File: src/design/acc_pkg.sv
package acc_pkg;

  localparam int SYM_W = 8;   // character byte
  localparam int IDX_W = 6;   // table position carried by a load beat
  localparam int LEN_W = 7;   // alphabet length and every residue below it
  localparam int KEY_W = 8;   // multiplier and offset keys
  localparam int REG_W = 2;   // configuration register index

  localparam logic [1:0] OP_ENCRYPT = 2'd0;
  localparam logic [1:0] OP_DECRYPT = 2'd1;
  localparam logic [1:0] OP_LOAD    = 2'd2;

  localparam logic [REG_W-1:0] REG_KEY_MULTIPLIER  = 2'd0;
  localparam logic [REG_W-1:0] REG_KEY_OFFSET      = 2'd1;
  localparam logic [REG_W-1:0] REG_ALPHABET_LENGTH = 2'd2;

  typedef struct packed {
    logic [1:0]       operation;
    logic [SYM_W-1:0] symbol;
    logic [IDX_W-1:0] table_index;
  } in_beat_t;

  typedef struct packed {
    logic [SYM_W-1:0] symbol_out;
    logic             in_alphabet;
    logic             key_invertible;
  } out_beat_t;

  // Derived key material handed from the key unit to the sequencer
  typedef struct packed {
    logic [LEN_W-1:0] m;       // effective alphabet length
    logic [LEN_W-1:0] a_m;     // a mod m
    logic [LEN_W-1:0] b_m;     // b mod m
    logic [LEN_W-1:0] inv;     // a^-1 mod m, zero if none
    logic [LEN_W-1:0] d0;      // (-b * a^-1) mod m
    logic             ok;      // gcd(a, m) == 1
    logic             busy;    // recomputing after a register write
  } key_info_t;

  // (x + y) mod m for x, y already below m
  function automatic logic [LEN_W-1:0] add_mod(input logic [LEN_W-1:0] x,
                                               input logic [LEN_W-1:0] y,
                                               input logic [LEN_W-1:0] m);
    logic [LEN_W:0] s;
    s = {1'b0, x} + {1'b0, y};
    if (s >= {1'b0, m}) begin
      s = s - {1'b0, m};
    end
    return s[LEN_W-1:0];
  endfunction

endpackage

File: src/design/affine_cipher_char_unit.sv
// Affine cipher on one character per beat over a loadable alphabet held in a
// rotating ring of DEPTH cells. Load beats (operation 2) write one symbol at a
// table position; encrypt beats map table position j to (j*a+b) mod m and
// decrypt beats to ((j-b) mod m)*a^-1 mod m, where j is the first position
// below m whose entry equals the symbol and m is alphabet_length capped at
// DEPTH. Symbols not in the alphabet, and decrypts under a key that has no
// inverse, come back unchanged. Every result carries in_alphabet and
// key_invertible. Timing: the ring turns one cell per cycle and the head cell
// is the only one looked at, so a load waits for its slot to reach the head;
// an encrypt or decrypt waits for entry 0, scans up to m entries, then waits
// for the target entry to reach the head, and the result is loaded into the
// output register once that register is free; the next beat is taken after
// the result is in that register. One beat is in flight at a
// time; a finished result sits in the output register while the next beat is
// taken. A configuration write starts a key recompute (a setup step, 8
// reduction steps, up to m inverse steps, up to m offset steps) during which
// in_ready is low. Table entries are not cleared by reset and must be loaded
// before the alphabet is used.
module affine_cipher_char_unit #(
  parameter int DEPTH = 64
) (
  input  logic                      clk,
  input  logic                      rst_n,
  input  logic                      in_valid,
  output logic                      in_ready,
  input  acc_pkg::in_beat_t         in_data,
  output logic                      out_valid,
  input  logic                      out_ready,
  output acc_pkg::out_beat_t        out_data,
  input  logic                      cfg_wr_en,
  input  logic [acc_pkg::REG_W-1:0] cfg_index,
  input  logic [acc_pkg::KEY_W-1:0] cfg_data
);
  import acc_pkg::*;

  localparam int PW = (DEPTH > 1) ? $clog2(DEPTH) : 1;
  localparam int CW = (PW > LEN_W) ? PW : LEN_W;   // common compare width

  typedef enum logic [2:0] {S_IDLE, S_LOAD, S_SCAN, S_READ, S_EMIT} st_t;

  st_t              st_r;
  logic [1:0]       op_r;
  logic [SYM_W-1:0] sym_r, res_r;
  logic [IDX_W-1:0] idx_r;
  logic             started_r, found_r;
  logic [LEN_W-1:0] enc_r, dec_r, target_r;
  logic             out_valid_r;
  out_beat_t        out_data_r;

  key_info_t        keys;
  logic [SYM_W-1:0] head;
  logic [PW-1:0]    pos;
  logic [CW-1:0]    pos_c, m_c;
  logic             in_fire, scan_act, ring_wr, slot_free;

  acc_keys #(.DEPTH(DEPTH)) u_keys (
    .clk      (clk),
    .rst_n    (rst_n),
    .cfg_wr_en(cfg_wr_en),
    .cfg_index(cfg_index),
    .cfg_data (cfg_data),
    .keys     (keys)
  );

  acc_ring #(.DEPTH(DEPTH), .PW(PW)) u_ring (
    .clk    (clk),
    .rst_n  (rst_n),
    .wr_en  (ring_wr),
    .wr_data(sym_r),
    .head   (head),
    .pos    (pos)
  );

  assign pos_c     = CW'(pos);
  assign m_c       = CW'(keys.m);
  assign in_ready  = (st_r == S_IDLE) && !keys.busy && !cfg_wr_en;
  assign in_fire   = in_valid && in_ready;
  // the search starts when entry 0 reaches the head
  assign scan_act  = (st_r == S_SCAN) && (started_r || pos == '0);
  assign ring_wr   = (st_r == S_LOAD) && (pos_c == CW'(idx_r));
  assign slot_free = !out_valid_r || out_ready;

  always_ff @(posedge clk) begin
    if (!rst_n) begin
      st_r        <= S_IDLE;
      out_valid_r <= 1'b0;
    end else begin
      // S_EMIT refills the slot itself whenever it is freed
      if (out_valid_r && out_ready && st_r != S_EMIT) out_valid_r <= 1'b0;

      unique case (st_r)
        S_IDLE: begin
          if (in_fire) begin
            op_r      <= in_data.operation;
            sym_r     <= in_data.symbol;
            idx_r     <= in_data.table_index;
            res_r     <= in_data.symbol;     // pass-through unless remapped
            found_r   <= 1'b0;
            started_r <= 1'b0;
            enc_r     <= keys.b_m;
            dec_r     <= keys.d0;
            if (in_data.operation == OP_ENCRYPT || in_data.operation == OP_DECRYPT) begin
              st_r <= S_SCAN;
            end else if (in_data.operation == OP_LOAD &&
                         32'(in_data.table_index) < DEPTH) begin
              st_r <= S_LOAD;
            end else begin
              st_r <= S_EMIT;
            end
          end
        end
        S_LOAD: begin
          if (ring_wr) st_r <= S_EMIT;
        end
        S_SCAN: begin
          if (scan_act) begin
            started_r <= 1'b1;
            if (pos_c >= m_c) begin
              st_r <= S_EMIT;                // empty alphabet
            end else if (head == sym_r) begin
              found_r <= 1'b1;
              if (op_r == OP_DECRYPT && !keys.ok) begin
                st_r <= S_EMIT;
              end else begin
                target_r <= (op_r == OP_DECRYPT) ? dec_r : enc_r;
                st_r     <= S_READ;
              end
            end else if (pos_c == m_c - 1'b1) begin
              st_r <= S_EMIT;                // not in alphabet
            end else begin
              enc_r <= add_mod(enc_r, keys.a_m, keys.m);
              dec_r <= add_mod(dec_r, keys.inv, keys.m);
            end
          end
        end
        S_READ: begin
          if (pos_c == CW'(target_r)) begin
            res_r <= head;
            st_r  <= S_EMIT;
          end
        end
        S_EMIT: begin
          if (slot_free) begin
            out_valid_r <= 1'b1;
            out_data_r  <= '{symbol_out: res_r, in_alphabet: found_r,
                             key_invertible: keys.ok};
            st_r        <= S_IDLE;
          end
        end
        default: st_r <= S_IDLE;
      endcase
    end
  end

  assign out_valid = out_valid_r;
  assign out_data  = out_data_r;

  a_ready_keys: assert property (@(posedge clk) disable iff (!rst_n)
    in_ready |-> !keys.busy)
    else $error("beat taken during key recompute");

  a_fire_busy: assert property (@(posedge clk) disable iff (!rst_n)
    in_fire |=> st_r != S_IDLE)
    else $error("accepted beat not in progress");

  a_read_found: assert property (@(posedge clk) disable iff (!rst_n)
    st_r == S_READ |-> found_r && (target_r < keys.m))
    else $error("table read without a match or beyond length");

  a_emit_out: assert property (@(posedge clk) disable iff (!rst_n)
    (st_r == S_EMIT && slot_free) |=> out_valid_r && st_r == S_IDLE)
    else $error("result not delivered to output register");

  a_write_load: assert property (@(posedge clk) disable iff (!rst_n)
    ring_wr |-> op_r == OP_LOAD)
    else $error("table written outside a load beat");

endmodule

File: src/design/acc_cell.sv
module acc_cell (
  input  logic                      clk,
  input  logic [acc_pkg::SYM_W-1:0] nb_in,
  input  logic                      ld,
  input  logic [acc_pkg::SYM_W-1:0] ld_data,
  output logic [acc_pkg::SYM_W-1:0] q
);
  import acc_pkg::*;

  logic [SYM_W-1:0] q_r;

  // takes the neighbour's entry every cycle, or a new symbol when loaded
  always_ff @(posedge clk) begin
    q_r <= ld ? ld_data : nb_in;
  end

  assign q = q_r;

endmodule

File: src/design/acc_ring.sv
module acc_ring #(
  parameter int DEPTH = 64,
  parameter int PW    = (DEPTH > 1) ? $clog2(DEPTH) : 1
) (
  input  logic                      clk,
  input  logic                      rst_n,
  input  logic                      wr_en,
  input  logic [acc_pkg::SYM_W-1:0] wr_data,
  output logic [acc_pkg::SYM_W-1:0] head,
  output logic [PW-1:0]             pos
);
  import acc_pkg::*;

  logic [SYM_W-1:0] cell_q [DEPTH];
  logic [PW-1:0]    pos_r;

  // Ring rotates left every cycle; cell 0 holds logical entry pos_r.
  // A write replaces the head entry as it wraps into the tail cell.
  for (genvar i = 0; i < DEPTH; i++) begin : g_cell
    if (i == DEPTH - 1) begin : g_tail
      acc_cell u_cell (
        .clk    (clk),
        .nb_in  (cell_q[0]),
        .ld     (wr_en),
        .ld_data(wr_data),
        .q      (cell_q[i])
      );
    end else begin : g_body
      acc_cell u_cell (
        .clk    (clk),
        .nb_in  (cell_q[i+1]),
        .ld     (1'b0),
        .ld_data(wr_data),
        .q      (cell_q[i])
      );
    end
  end

  always_ff @(posedge clk) begin
    if (!rst_n) begin
      pos_r <= '0;
    end else if (pos_r == PW'(DEPTH - 1)) begin
      pos_r <= '0;
    end else begin
      pos_r <= pos_r + 1'b1;
    end
  end

  assign head = cell_q[0];
  assign pos  = pos_r;

endmodule

File: src/design/acc_keys.sv
module acc_keys #(
  parameter int DEPTH = 64
) (
  input  logic                      clk,
  input  logic                      rst_n,
  input  logic                      cfg_wr_en,
  input  logic [acc_pkg::REG_W-1:0] cfg_index,
  input  logic [acc_pkg::KEY_W-1:0] cfg_data,
  output acc_pkg::key_info_t        keys
);
  import acc_pkg::*;

  typedef enum logic [2:0] {K_IDLE, K_LOAD, K_MOD, K_INV, K_OFF} kst_t;

  localparam logic [LEN_W-1:0] DEPTH_CAP = (DEPTH > 127) ? LEN_W'(127) : LEN_W'(DEPTH);
  localparam int SH_W = KEY_W + LEN_W;

  kst_t             st_r;
  logic [KEY_W-1:0] key_a_r, key_b_r;
  logic [LEN_W-1:0] len_r;
  logic [KEY_W-1:0] rem_a_r, rem_b_r;
  logic [2:0]       step_r;
  logic [LEN_W-1:0] x_r, r_r, cnt_r, acc_r;
  logic [LEN_W-1:0] a_m_r, b_m_r, inv_r, d0_r;
  logic             ok_r;

  logic [LEN_W-1:0] m;
  logic [SH_W-1:0]  m_sh;
  logic [LEN_W-1:0] one_m;

  assign m     = (32'(len_r) > DEPTH) ? DEPTH_CAP : len_r;
  assign m_sh  = SH_W'(m) << step_r;
  assign one_m = (m == LEN_W'(1)) ? '0 : LEN_W'(1);

  always_ff @(posedge clk) begin
    if (!rst_n) begin
      st_r    <= K_IDLE;
      key_a_r <= KEY_W'(1);
      key_b_r <= '0;
      len_r   <= LEN_W'(26);
      a_m_r   <= LEN_W'(1);
      b_m_r   <= '0;
      inv_r   <= LEN_W'(1);
      d0_r    <= '0;
      ok_r    <= 1'b1;
    end else if (cfg_wr_en && (cfg_index == REG_KEY_MULTIPLIER ||
                               cfg_index == REG_KEY_OFFSET ||
                               cfg_index == REG_ALPHABET_LENGTH)) begin
      unique case (cfg_index)
        REG_KEY_MULTIPLIER: key_a_r <= cfg_data;
        REG_KEY_OFFSET:     key_b_r <= cfg_data;
        default:            len_r   <= cfg_data[LEN_W-1:0];
      endcase
      st_r <= K_LOAD;
    end else begin
      unique case (st_r)
        K_IDLE: ;
        K_LOAD: begin
          rem_a_r <= key_a_r;
          rem_b_r <= key_b_r;
          step_r  <= 3'd7;
          inv_r   <= '0;
          d0_r    <= '0;
          ok_r    <= 1'b0;
          st_r    <= (m == '0) ? K_IDLE : K_MOD;
        end
        K_MOD: begin
          // restoring reduction, one quotient bit a cycle
          if (SH_W'(rem_a_r) >= m_sh) rem_a_r <= rem_a_r - m_sh[KEY_W-1:0];
          if (SH_W'(rem_b_r) >= m_sh) rem_b_r <= rem_b_r - m_sh[KEY_W-1:0];
          step_r <= step_r - 1'b1;
          if (step_r == '0) begin
            x_r  <= '0;
            r_r  <= '0;
            st_r <= K_INV;
          end
        end
        K_INV: begin
          a_m_r <= rem_a_r[LEN_W-1:0];
          b_m_r <= rem_b_r[LEN_W-1:0];
          // r_r tracks x * a mod m
          if (r_r == one_m) begin
            inv_r <= x_r;
            ok_r  <= 1'b1;
            cnt_r <= '0;
            acc_r <= '0;
            st_r  <= K_OFF;
          end else if (x_r == m - 1'b1) begin
            st_r <= K_IDLE;
          end else begin
            r_r <= add_mod(r_r, rem_a_r[LEN_W-1:0], m);
            x_r <= x_r + 1'b1;
          end
        end
        K_OFF: begin
          // acc = b * inv mod m by repeated addition
          if (cnt_r == b_m_r) begin
            d0_r <= (acc_r == '0) ? '0 : m - acc_r;
            st_r <= K_IDLE;
          end else begin
            acc_r <= add_mod(acc_r, inv_r, m);
            cnt_r <= cnt_r + 1'b1;
          end
        end
        default: st_r <= K_IDLE;
      endcase
    end
  end

  assign keys = '{m: m, a_m: a_m_r, b_m: b_m_r, inv: inv_r, d0: d0_r,
                  ok: ok_r, busy: (st_r != K_IDLE)};

endmodule
File: config.mk
export PLATFORM = sky130hd
export DESIGN_NAME = affine_cipher_char_unit
export DESIGN_NICKNAME = d
export VERILOG_FILES = /design/src/design/acc_pkg.sv /design/src/design/affine_cipher_char_unit.sv /design/src/design/acc_cell.sv /design/src/design/acc_ring.sv /design/src/design/acc_keys.sv
export SDC_FILE = /design/constraint.sdc
export NUM_CORES = 1
export LEC_CHECK = 0
export BUFFER_PORTS_ARGS = -buffer_cell sky130_fd_sc_hd__clkbuf_2
export CORE_MARGIN = 1
export CORE_UTILIZATION = 55
export DETAILED_ROUTE_END_ITERATION = 16
export PLACE_DENSITY = 0.71
export SYNTH_ARGS = -nofsm -noshare
export SYNTH_HDL_FRONTEND = slang
export SYNTH_SLANG_ARGS = --single-unit
export TNS_END_PERCENT = 20
File: constraint.sdc
create_clock -name clk -period 4.9 [get_ports clk]
set_input_delay 0.49 -clock clk [delete_from_list [all_inputs] [get_ports clk]]
set_output_delay 0.49 -clock clk [all_outputs]
set_load 0.01 [all_outputs]
======== Word level (Yosys, flattened, before mapping) ========
Cells that the tools add are included.
word-level totals
  register bits after elaboration ......... 681
  bits of input ports ..................... 31
  output and inout bits ................... 12
  logic and storage cells ................. 307
operators by class
  add/sub/neg operators ................... 16
  $lt $le $gt $ge ......................... 8
  eq/ne operators ......................... 46
  shifts and indexed selects .............. 1
  muxes and demuxes ....................... 76
  bitwise logic cells ..................... 6
  reduce and logical (&&, ||, !) cells .... 58
operators with widths
  cell                                                             count
  7-bit 2-to-1 mux                                                 27
  7-bit case mux with 2 select lines                               8
  8-bit case mux with 2 select lines                               3
  3-bit 2-to-1 mux                                                 15
  8-bit 2-to-1 mux                                                 5
  7-bit subtractor                                                 5
  7-bit by 7-bit adder with 8-bit output                           4
  8-bit by 7-bit greater-or-equal comparator with 1-bit output     4
  8-bit by 15-bit greater-or-equal comparator with 1-bit output    2
  3-bit case mux with 5 select lines                               2
  4-bit AND reduction                                              6
  6-bit AND reduction                                              4
  7-bit == test                                                    3
  2-bit != test, second input constant                             10
  2-bit by 1-bit != test with 1-bit output, second input constant  8
  8-bit subtractor                                                 2
  3-bit AND reduction                                              5
  7-bit by 3-bit << shifter with 15-bit output                     1
  7-bit by 1-bit adder with 7-bit output, second input constant    2
  6-bit by 7-bit == test with 1-bit output                         2
  7-bit zero test                                                  2
  2-bit nonzero test                                               7
  3-bit by 2-bit == test with 1-bit output, second input constant  4
  1-bit 2-to-1 mux                                                 11
  31 further kinds                                                 69

======== Depth between registers and ports, before layout ========
  word-level depth ........................ 9
  mapped depth ............................ 16

======== Modules after synthesis ========
Synthesis repeated with hierarchy kept, for this count alone.
unflattened totals
  cell total of the unflattened synthesis .. 2322
  area, all modules ....................... 30232.7 um^2
by module, submodules not included
  module                   times used  cells an instance  area each (um^2)  seq. area each (um^2)
  acc_cell                 64          17                 291.5             160.2
  acc_keys                 1           802                7018.0            2512.4
  affine_cipher_char_unit  1           407                4319.1            1791.7
  acc_ring                 1           25                 237.7             120.1

======== Worst setup path after synthesis ========
Ideal clock, no wire load.
  path type ............................... register to register
  from .................................... register u_keys.len_r[6]
  to ...................................... register u_keys.r_r[0], enable pin
  arrival ................................. 3.174 ns
  slack ................................... 1.322 ns
  stages on the path, launching flop included .. 12
  clock period less this slack ............ 3.578 ns
  cell sequence ........................... dfxtp_1 buf_2 buf_2 nor2b_1 inv_1 ha_1 nand2_1 mux2i_1 a21oi_1 xor2_1 nor4_1 o21ai_0
between the ends
  cells in the longest elaborated chain, start to end .. 7
  elaborated cells on any way between the ends .. 10
  those cells by class .................... 1 x add/sub; 1 x order compare; 5 x eq/ne; 2 x mux; 1 x reduce/logical
ends and longest elaborated chain
  item                                                                                                 line            RTL
  start, declared                                                                                      acc_keys.sv:20  logic [LEN_W-1:0] len_r;
  start signal, assigned                                                                               acc_keys.sv:52  default: len_r <= cfg_data[LEN_W-1:0];
  7-bit > comparator                                                                                   acc_keys.sv:31  assign m = (32'(len_r) > DEPTH) ? DEPTH_CAP : len_r;
  7-bit 2-to-1 mux (*)                                                                                 acc_keys.sv:31
  parallel branches: the longest is 4 deep, another holds 7-bit by 1-bit subtractor with 7-bit output  -
  6-bit AND reduction (no line) (*)                                                                    -
  end signal, assigned                                                                                 acc_keys.sv:91  r_r <= add_mod(r_r, rem_a_r[LEN_W-1:0], m);
  end, declared                                                                                        acc_keys.sv:23  logic [LEN_W-1:0] x_r, r_r, cnt_r, acc_r;
Every way passes the cells marked *.
A chain may end at the register's enable or synchronous reset.

======== Final worst setup path ========
  from .................................... register u_keys.len_r[6]
  to ...................................... register u_keys.rem_a_r[3], enable pin
between the ends
  cells in the longest elaborated chain, start to end .. 6
ends and longest elaborated chain
  item                                                               line            RTL
  7-bit > comparator                                                 acc_keys.sv:31
  7-bit 2-to-1 mux (*)                                               acc_keys.sv:31
  7-bit by 3-bit << shifter with 15-bit output (*)                   acc_keys.sv:32  assign m_sh = SH_W'(m) << step_r;
  8-bit by 15-bit greater-or-equal comparator with 1-bit output (*)  acc_keys.sv:69  if (SH_W'(rem_a_r) >= m_sh) rem_a_r <= rem_a_r - m_sh[KEY_W-1:0];
  2-bit by 1-bit != test with 1-bit output (no line) (*)             -
  4-bit AND reduction (no line) (*)                                  -
  end signal, assigned                                               acc_keys.sv:59  rem_a_r <= key_a_r;
  end signal, assigned                                               acc_keys.sv:69
  end, declared                                                      acc_keys.sv:21  logic [KEY_W-1:0] rem_a_r, rem_b_r;
Every way passes the cells marked *; elsewhere a longest branch is shown, timed or not.

==> results by stage <==
Place:
- Counting tap cells, the placed design contains a total of 2,223 instances.
- Detailed placement finished with a half-perimeter wire length of 28,390 µm.
- Buffers placed on the I/O ports in this run total 42.
- The cell area reported after detailed placement is 22,360 µm².
- The placer's final routability congestion estimate is 0.9020.

Critical path:
- The critical path goes through and2b_1 -> a21oi_1 -> nand2_1 -> o21ai_0 -> or2_2 -> ha_1 -> o211ai_1 -> a21oi_1 -> a21oi_1 -> a21oi_1 -> o21ai_0 -> a21oi_1.
- The capturing element type of the critical path is a register.
- STA classifies the critical path startpoint as a register.
- The cell repeated most along the worst path is sky130_fd_sc_hd__a21oi_1.
- The required time at the endpoint of the critical path is 5.12 ns.
- At the worst endpoint, the arrival time is 4.15 ns.
- In this run the worst setup path begins at u_keys.len_r[6]$_SDFFE_PN0P_.
- The worst register-to-register path has a setup slack of 0.97 ns.
- For this design, the slowest cell found on the critical path is sky130_fd_sc_hd__and2b_1.
- The depth of the worst register-to-register path is 12.
- The number of cells on the critical path is 12.
- The total buffers and inverters traversed by the critical path is 0.
- The capture instance of the worst register-to-register path is u_keys.rem_a_r[3]$_DFFE_PP_.
- The worst setup path category is reg2reg.
- The critical path ends at u_keys.rem_a_r[3]$_DFFE_PP_.
- The largest driver fanout on the critical path is 21.
- The delay of the slowest cell on the worst path is 0.66 ns.
- The kind of cell with the highest combined delay along the critical path is compound AO/OA/AOI/OAI gates.
- The launch point of the worst reg-to-reg path is u_keys.len_r[6]$_SDFFE_PN0P_.

STA:
- For the pin with the worst max-slew slack, the measured transition is 1.048 ns.
- The headroom to the max-slew limit is 29.89%.
- The final critical-path required period is 3.927 ns.
- The final setup violation count is 0.
- The total negative slack is 0 ns.
- Between clock sinks in the finished design, the worst skew comes to 0.02369 ns.
- Setup repair after global routing left no endpoint under its margin.
- The max-slew violation total from the final report was 0.
- The worst path uses 80.14% of the clock period.
- The upper clock frequency limit is 0.2546 GHz.
- The number of failing hold endpoints at the final stage came to 0.

Clock tree:
- The number of setup buffers added after CTS is 0.
- The clock tree from TritonCTS is done.
- The number of gates given a new drive strength after cts is 0.
- The tree built by TritonCTS fans out to 681 sinks.
- The number of buffers on the longest clock path is 3.
- The cell chosen for the clock root is sky130_fd_sc_hd__clkbuf_16.
- Buffers inserted to repair hold after CTS numbered 0.
- The H-tree generated during clock tree synthesis spans 2 levels.
- The clock-pin slew of the registers on the worst-case setup and hold paths is 0.07 ns.
- The clock insertion delay at the later pin of the skew report is 0.60 ns.
- The CTS buffer count is 60.

Detailed routing:
- Using the TritonRoute via totals, the vias-per-cell ratio works out to 5.271.
- The aggregate routed wire length is 43,780 µm.
- The first-pass detailed-route iteration total is 5.
- The number of routed nets with antenna violations is 0.
- Summing over every cut layer, the via total after detailed routing is 12,310.
- After detailed routing, the average wire length per cell comes to 18.74 µm.
- After detailed routing, the number of remaining DRC violations is 0.
- The detailed router finished its first iteration with 615 violations.

Die:
- The floorplan step set the die height to 200.3 µm.
- The full die area is 40,120 µm².
- The initial core utilization is 55.84%.
- The total number of placement rows is 72.
- The boundary pin count is 43.
- Measured along the x axis, the die boundary spans 200.3 µm.
- The placeable core region is 38,740 µm².

Final layout:
- The post-route netlist has 12.54% of its cells at a drive strength greater than 1.
- The final layout net count is 1,883.
- Once layout is complete, the cells apart from fillers number 2,336.
- 0 antenna diodes ended up in the layout.
- The signed area change from the synthesized netlist to the final layout is 13.15%.
- After routing the design area is 24,470 µm².
- The core occupancy in the finished layout is 63.18%.

Synth:
- A synthesized cell averages 12.72 µm².
- The number of nets in the synthesized netlist is 1,817.
- The synthesized design contains 104 enable-type register cells.
- By area, the combinational part of the netlist is dominated by simple AND/OR/NAND/NOR gates.
- Summed over all instances, the cell type with the most area after synthesis is sky130_fd_sc_hd__dfxtp_1.
- The area share of the largest cell type after synthesis is 53.40%.
- After Yosys synthesis, full adders, half adders and majority gates account for 5.715% of the synthesized area.
- The synthesized netlist devotes 4.529% of its cell area to XOR and XNOR gates.
- Measured against the total synthesized area, the mux share comes to 3.425%.
- The number of distinct library cell variants in the gate-level netlist after synthesis is 80.
- In the synthesized netlist the async set-or-reset flop fraction comes to 0%.
- The proportion of synthesized chip area in sequential cells is 67.84%.
- The complex-gate fraction of the synthesized area is 7.977%.
- After synthesis, the cell types taking the most area are sky130_fd_sc_hd__dfxtp_1 (53%), sky130_fd_sc_hd__edfxtp_1 (14%), sky130_fd_sc_hd__ha_1 (4.3%).
- Summing every instance area after synthesis gives 21,630 µm².
- The post-synthesis cell count is 1,701.
- The area fraction in and, or, nand and nor cells after synthesis is 8.752%.
- The total of warnings raised by yosys is 0.
- After synthesis the netlist holds a flip-flop and latch count of 681.
- In the synthesized netlist the dominant register cell turns out to be sky130_fd_sc_hd__dfxtp_1.

Min path:
- The min-delay analysis places its worst path in the category in2reg.

GRT:
- The global router's overall resource usage is 22.01%.
- The first global-routing pass estimated 69,180 µm of wire.
- The via count of the first global-routing pass is 12,270.
- The largest net degree at the start of global routing is 34.
- The number of antenna violations at the first check in global routing came to 0.
- Global routing finished with a remaining overflow of 0.

Run:
- Max-cap violations in this run came to 0.

Pwr:
- The maximum vdd drop is 501.5 µV.
- The reported leakage power is 0.009785 µW.
- Power spread over the standard cell area amounts to 467.7 nW/µm².

Outcome:
- The flow ran to the end, and the final reports show no timing, DRC or antenna violations.
[cells by family after synthesis]
family          count (synthesis)
buf+inv                        92
simple gates                  403
xor+xnor                      111
flops                         681
mux                            68
compound gates                252
fa+ha+maj                      94
[how the worst min path moves through the flow]
stage / endpoint / slack, ns / startpoint / depth (start not counted)
floorplan: u_ring.g_cell[0].g_body.u_cell.q[0]$_DFF_P_ / 0.31 / u_ring.g_cell[1].g_body.u_cell.q[0]$_DFF_P_ / 0
global placement: u_ring.g_cell[18].g_body.u_cell.q[6]$_DFF_P_ / 0.31 / u_ring.g_cell[19].g_body.u_cell.q[6]$_DFF_P_ / 0
detailed placement: u_ring.g_cell[2].g_body.u_cell.q[1]$_DFF_P_ / 0.31 / u_ring.g_cell[3].g_body.u_cell.q[1]$_DFF_P_ / 0
CTS: idx_r[1]$_DFFE_PP_ / 0.05 / in_data[1] / 1
global route: idx_r[1]$_DFFE_PP_ / 0.04 / in_data[1] / 1
finish: idx_r[3]$_DFFE_PP_ / 0.08 / in_data[3] / 1
[synth_stat cells (9+ instances only)]
cell / instances
sky130_fd_sc_hd__a211oi_1: 12
sky130_fd_sc_hd__nand2b_1: 11
sky130_fd_sc_hd__nor3_1: 24
sky130_fd_sc_hd__xor2_1: 43
sky130_fd_sc_hd__ha_1: 74
sky130_fd_sc_hd__dfxtp_1: 577
sky130_fd_sc_hd__maj3_1: 9
sky130_fd_sc_hd__xnor2_1: 67
sky130_fd_sc_hd__mux2i_1: 38
sky130_fd_sc_hd__mux2_2: 28
sky130_fd_sc_hd__fa_1: 11
sky130_fd_sc_hd__nand3_1: 34
sky130_fd_sc_hd__o21a_1: 13
sky130_fd_sc_hd__o21ai_0: 52
sky130_fd_sc_hd__and2_1: 9
sky130_fd_sc_hd__clkbuf_1: 37
sky130_fd_sc_hd__a31oi_1: 10
sky130_fd_sc_hd__a21o_1: 11
sky130_fd_sc_hd__inv_1: 38
sky130_fd_sc_hd__a22oi_1: 14
sky130_fd_sc_hd__nor4_1: 14
sky130_fd_sc_hd__edfxtp_1: 104
sky130_fd_sc_hd__nand2_1: 131
sky130_fd_sc_hd__nor2_1: 115
sky130_fd_sc_hd__nor2b_1: 11
sky130_fd_sc_hd__and3_1: 15
sky130_fd_sc_hd__a21oi_1: 66
[routing by layer]
layer | global-route usage (%) | routed length [µm] | up-vias | share of wire (%)
met1 | 29.58 | 19550 | 5882 | 45
met5 | 0 | 0 | - | 0
li1 | - | - | 6031 | -
met3 | 3.401 | 2037 | 74 | 4.7
met2 | 36.51 | 21020 | 327 | 48
met4 | 7.252 | 1177 | 0 | 2.7
[where the power goes]
| group | switching [µW] | leakage [µW] | internal, µW | total (µW) |
|---|---|---|---|---|
| registers | 71.0 | 0.00562 | 5750 | 5820 |
| clock network | 2060 | 0.00105 | 2800 | 4870 |
| logic | 454 | 0.00312 | 303 | 758 |
| total | 2590 | 0.00979 | 8860 | 11400 |
[stage by stage]
stage | hold slack [ns] | total power, µW | setup slack, ns
6_report | 0.07784 | 11450 | 0.9730
5_1_grt | 0.04253 | 11870 | 0.6571
4_1_cts | 0.05053 | 11530 | 1.020
3_5_place_dp | 0.3121 | 6692 | 1.048
3_3_place_gp | 0.3101 | 6678 | 1.049
2_1_floorplan | 0.3096 | 6490 | 1.322
[flip-flops by register name, indices dropped and copies added (netlist names), 8 cells and up]
register,count
u_ring.g_cell.g_body.u_cell.q,504
out_data,10
res_r,8
sym_r,8
u_keys.key_a_r,8
u_keys.key_b_r,8
u_keys.rem_a_r,8
u_keys.rem_b_r,8
u_ring.g_cell.g_tail.u_cell.q,8
[cells in the final DEF (no fill, tap or decap), types with 7 or more instances in the layout]
master / n
sky130_fd_sc_hd__buf_4: 13
sky130_fd_sc_hd__o22ai_1: 7
sky130_fd_sc_hd__dfxtp_1: 577
sky130_fd_sc_hd__maj3_1: 9
sky130_fd_sc_hd__mux2_2: 28
sky130_fd_sc_hd__o211ai_1: 8
sky130_fd_sc_hd__nand3_1: 34
sky130_fd_sc_hd__clkbuf_8: 12
sky130_fd_sc_hd__mux2i_1: 38
sky130_fd_sc_hd__nand2_1: 131
sky130_fd_sc_hd__edfxtp_1: 104
sky130_fd_sc_hd__or2_2: 8
sky130_fd_sc_hd__ha_1: 74
sky130_fd_sc_hd__a21oi_1: 66
sky130_fd_sc_hd__nor4_1: 14
sky130_fd_sc_hd__and3_1: 15
sky130_fd_sc_hd__a31oi_1: 10
sky130_fd_sc_hd__a21o_1: 11
sky130_fd_sc_hd__nand2b_1: 11
sky130_fd_sc_hd__nand4_1: 7
sky130_fd_sc_hd__nor2b_1: 11
sky130_fd_sc_hd__nor2_1: 115
sky130_fd_sc_hd__clkinv_2: 13
sky130_fd_sc_hd__xnor2_1: 67
sky130_fd_sc_hd__o21bai_1: 7
sky130_fd_sc_hd__a22oi_1: 14
sky130_fd_sc_hd__and2_1: 9
sky130_fd_sc_hd__o21ai_0: 51
sky130_fd_sc_hd__a211oi_1: 12
sky130_fd_sc_hd__nor3_1: 24
sky130_fd_sc_hd__clkbuf_1: 7
sky130_fd_sc_hd__xor2_1: 43
sky130_fd_sc_hd__inv_1: 38
sky130_fd_sc_hd__clkbuf_2: 42
sky130_fd_sc_hd__clkbuf_16: 64
sky130_fd_sc_hd__o21a_1: 13
sky130_fd_sc_hd__fa_1: 11
[final cells by class]
cell class,instances,area (µm²)
inverters,41,158.9
clock buffers,84,1800
clock inverters,29,309.0
repair buffers,55,307.8
multi-input cells,928,6575
fillers,2905,14260
flip-flops and latches,681,14670
well taps,518,648.1
Power figures use the tool's default switching activity.
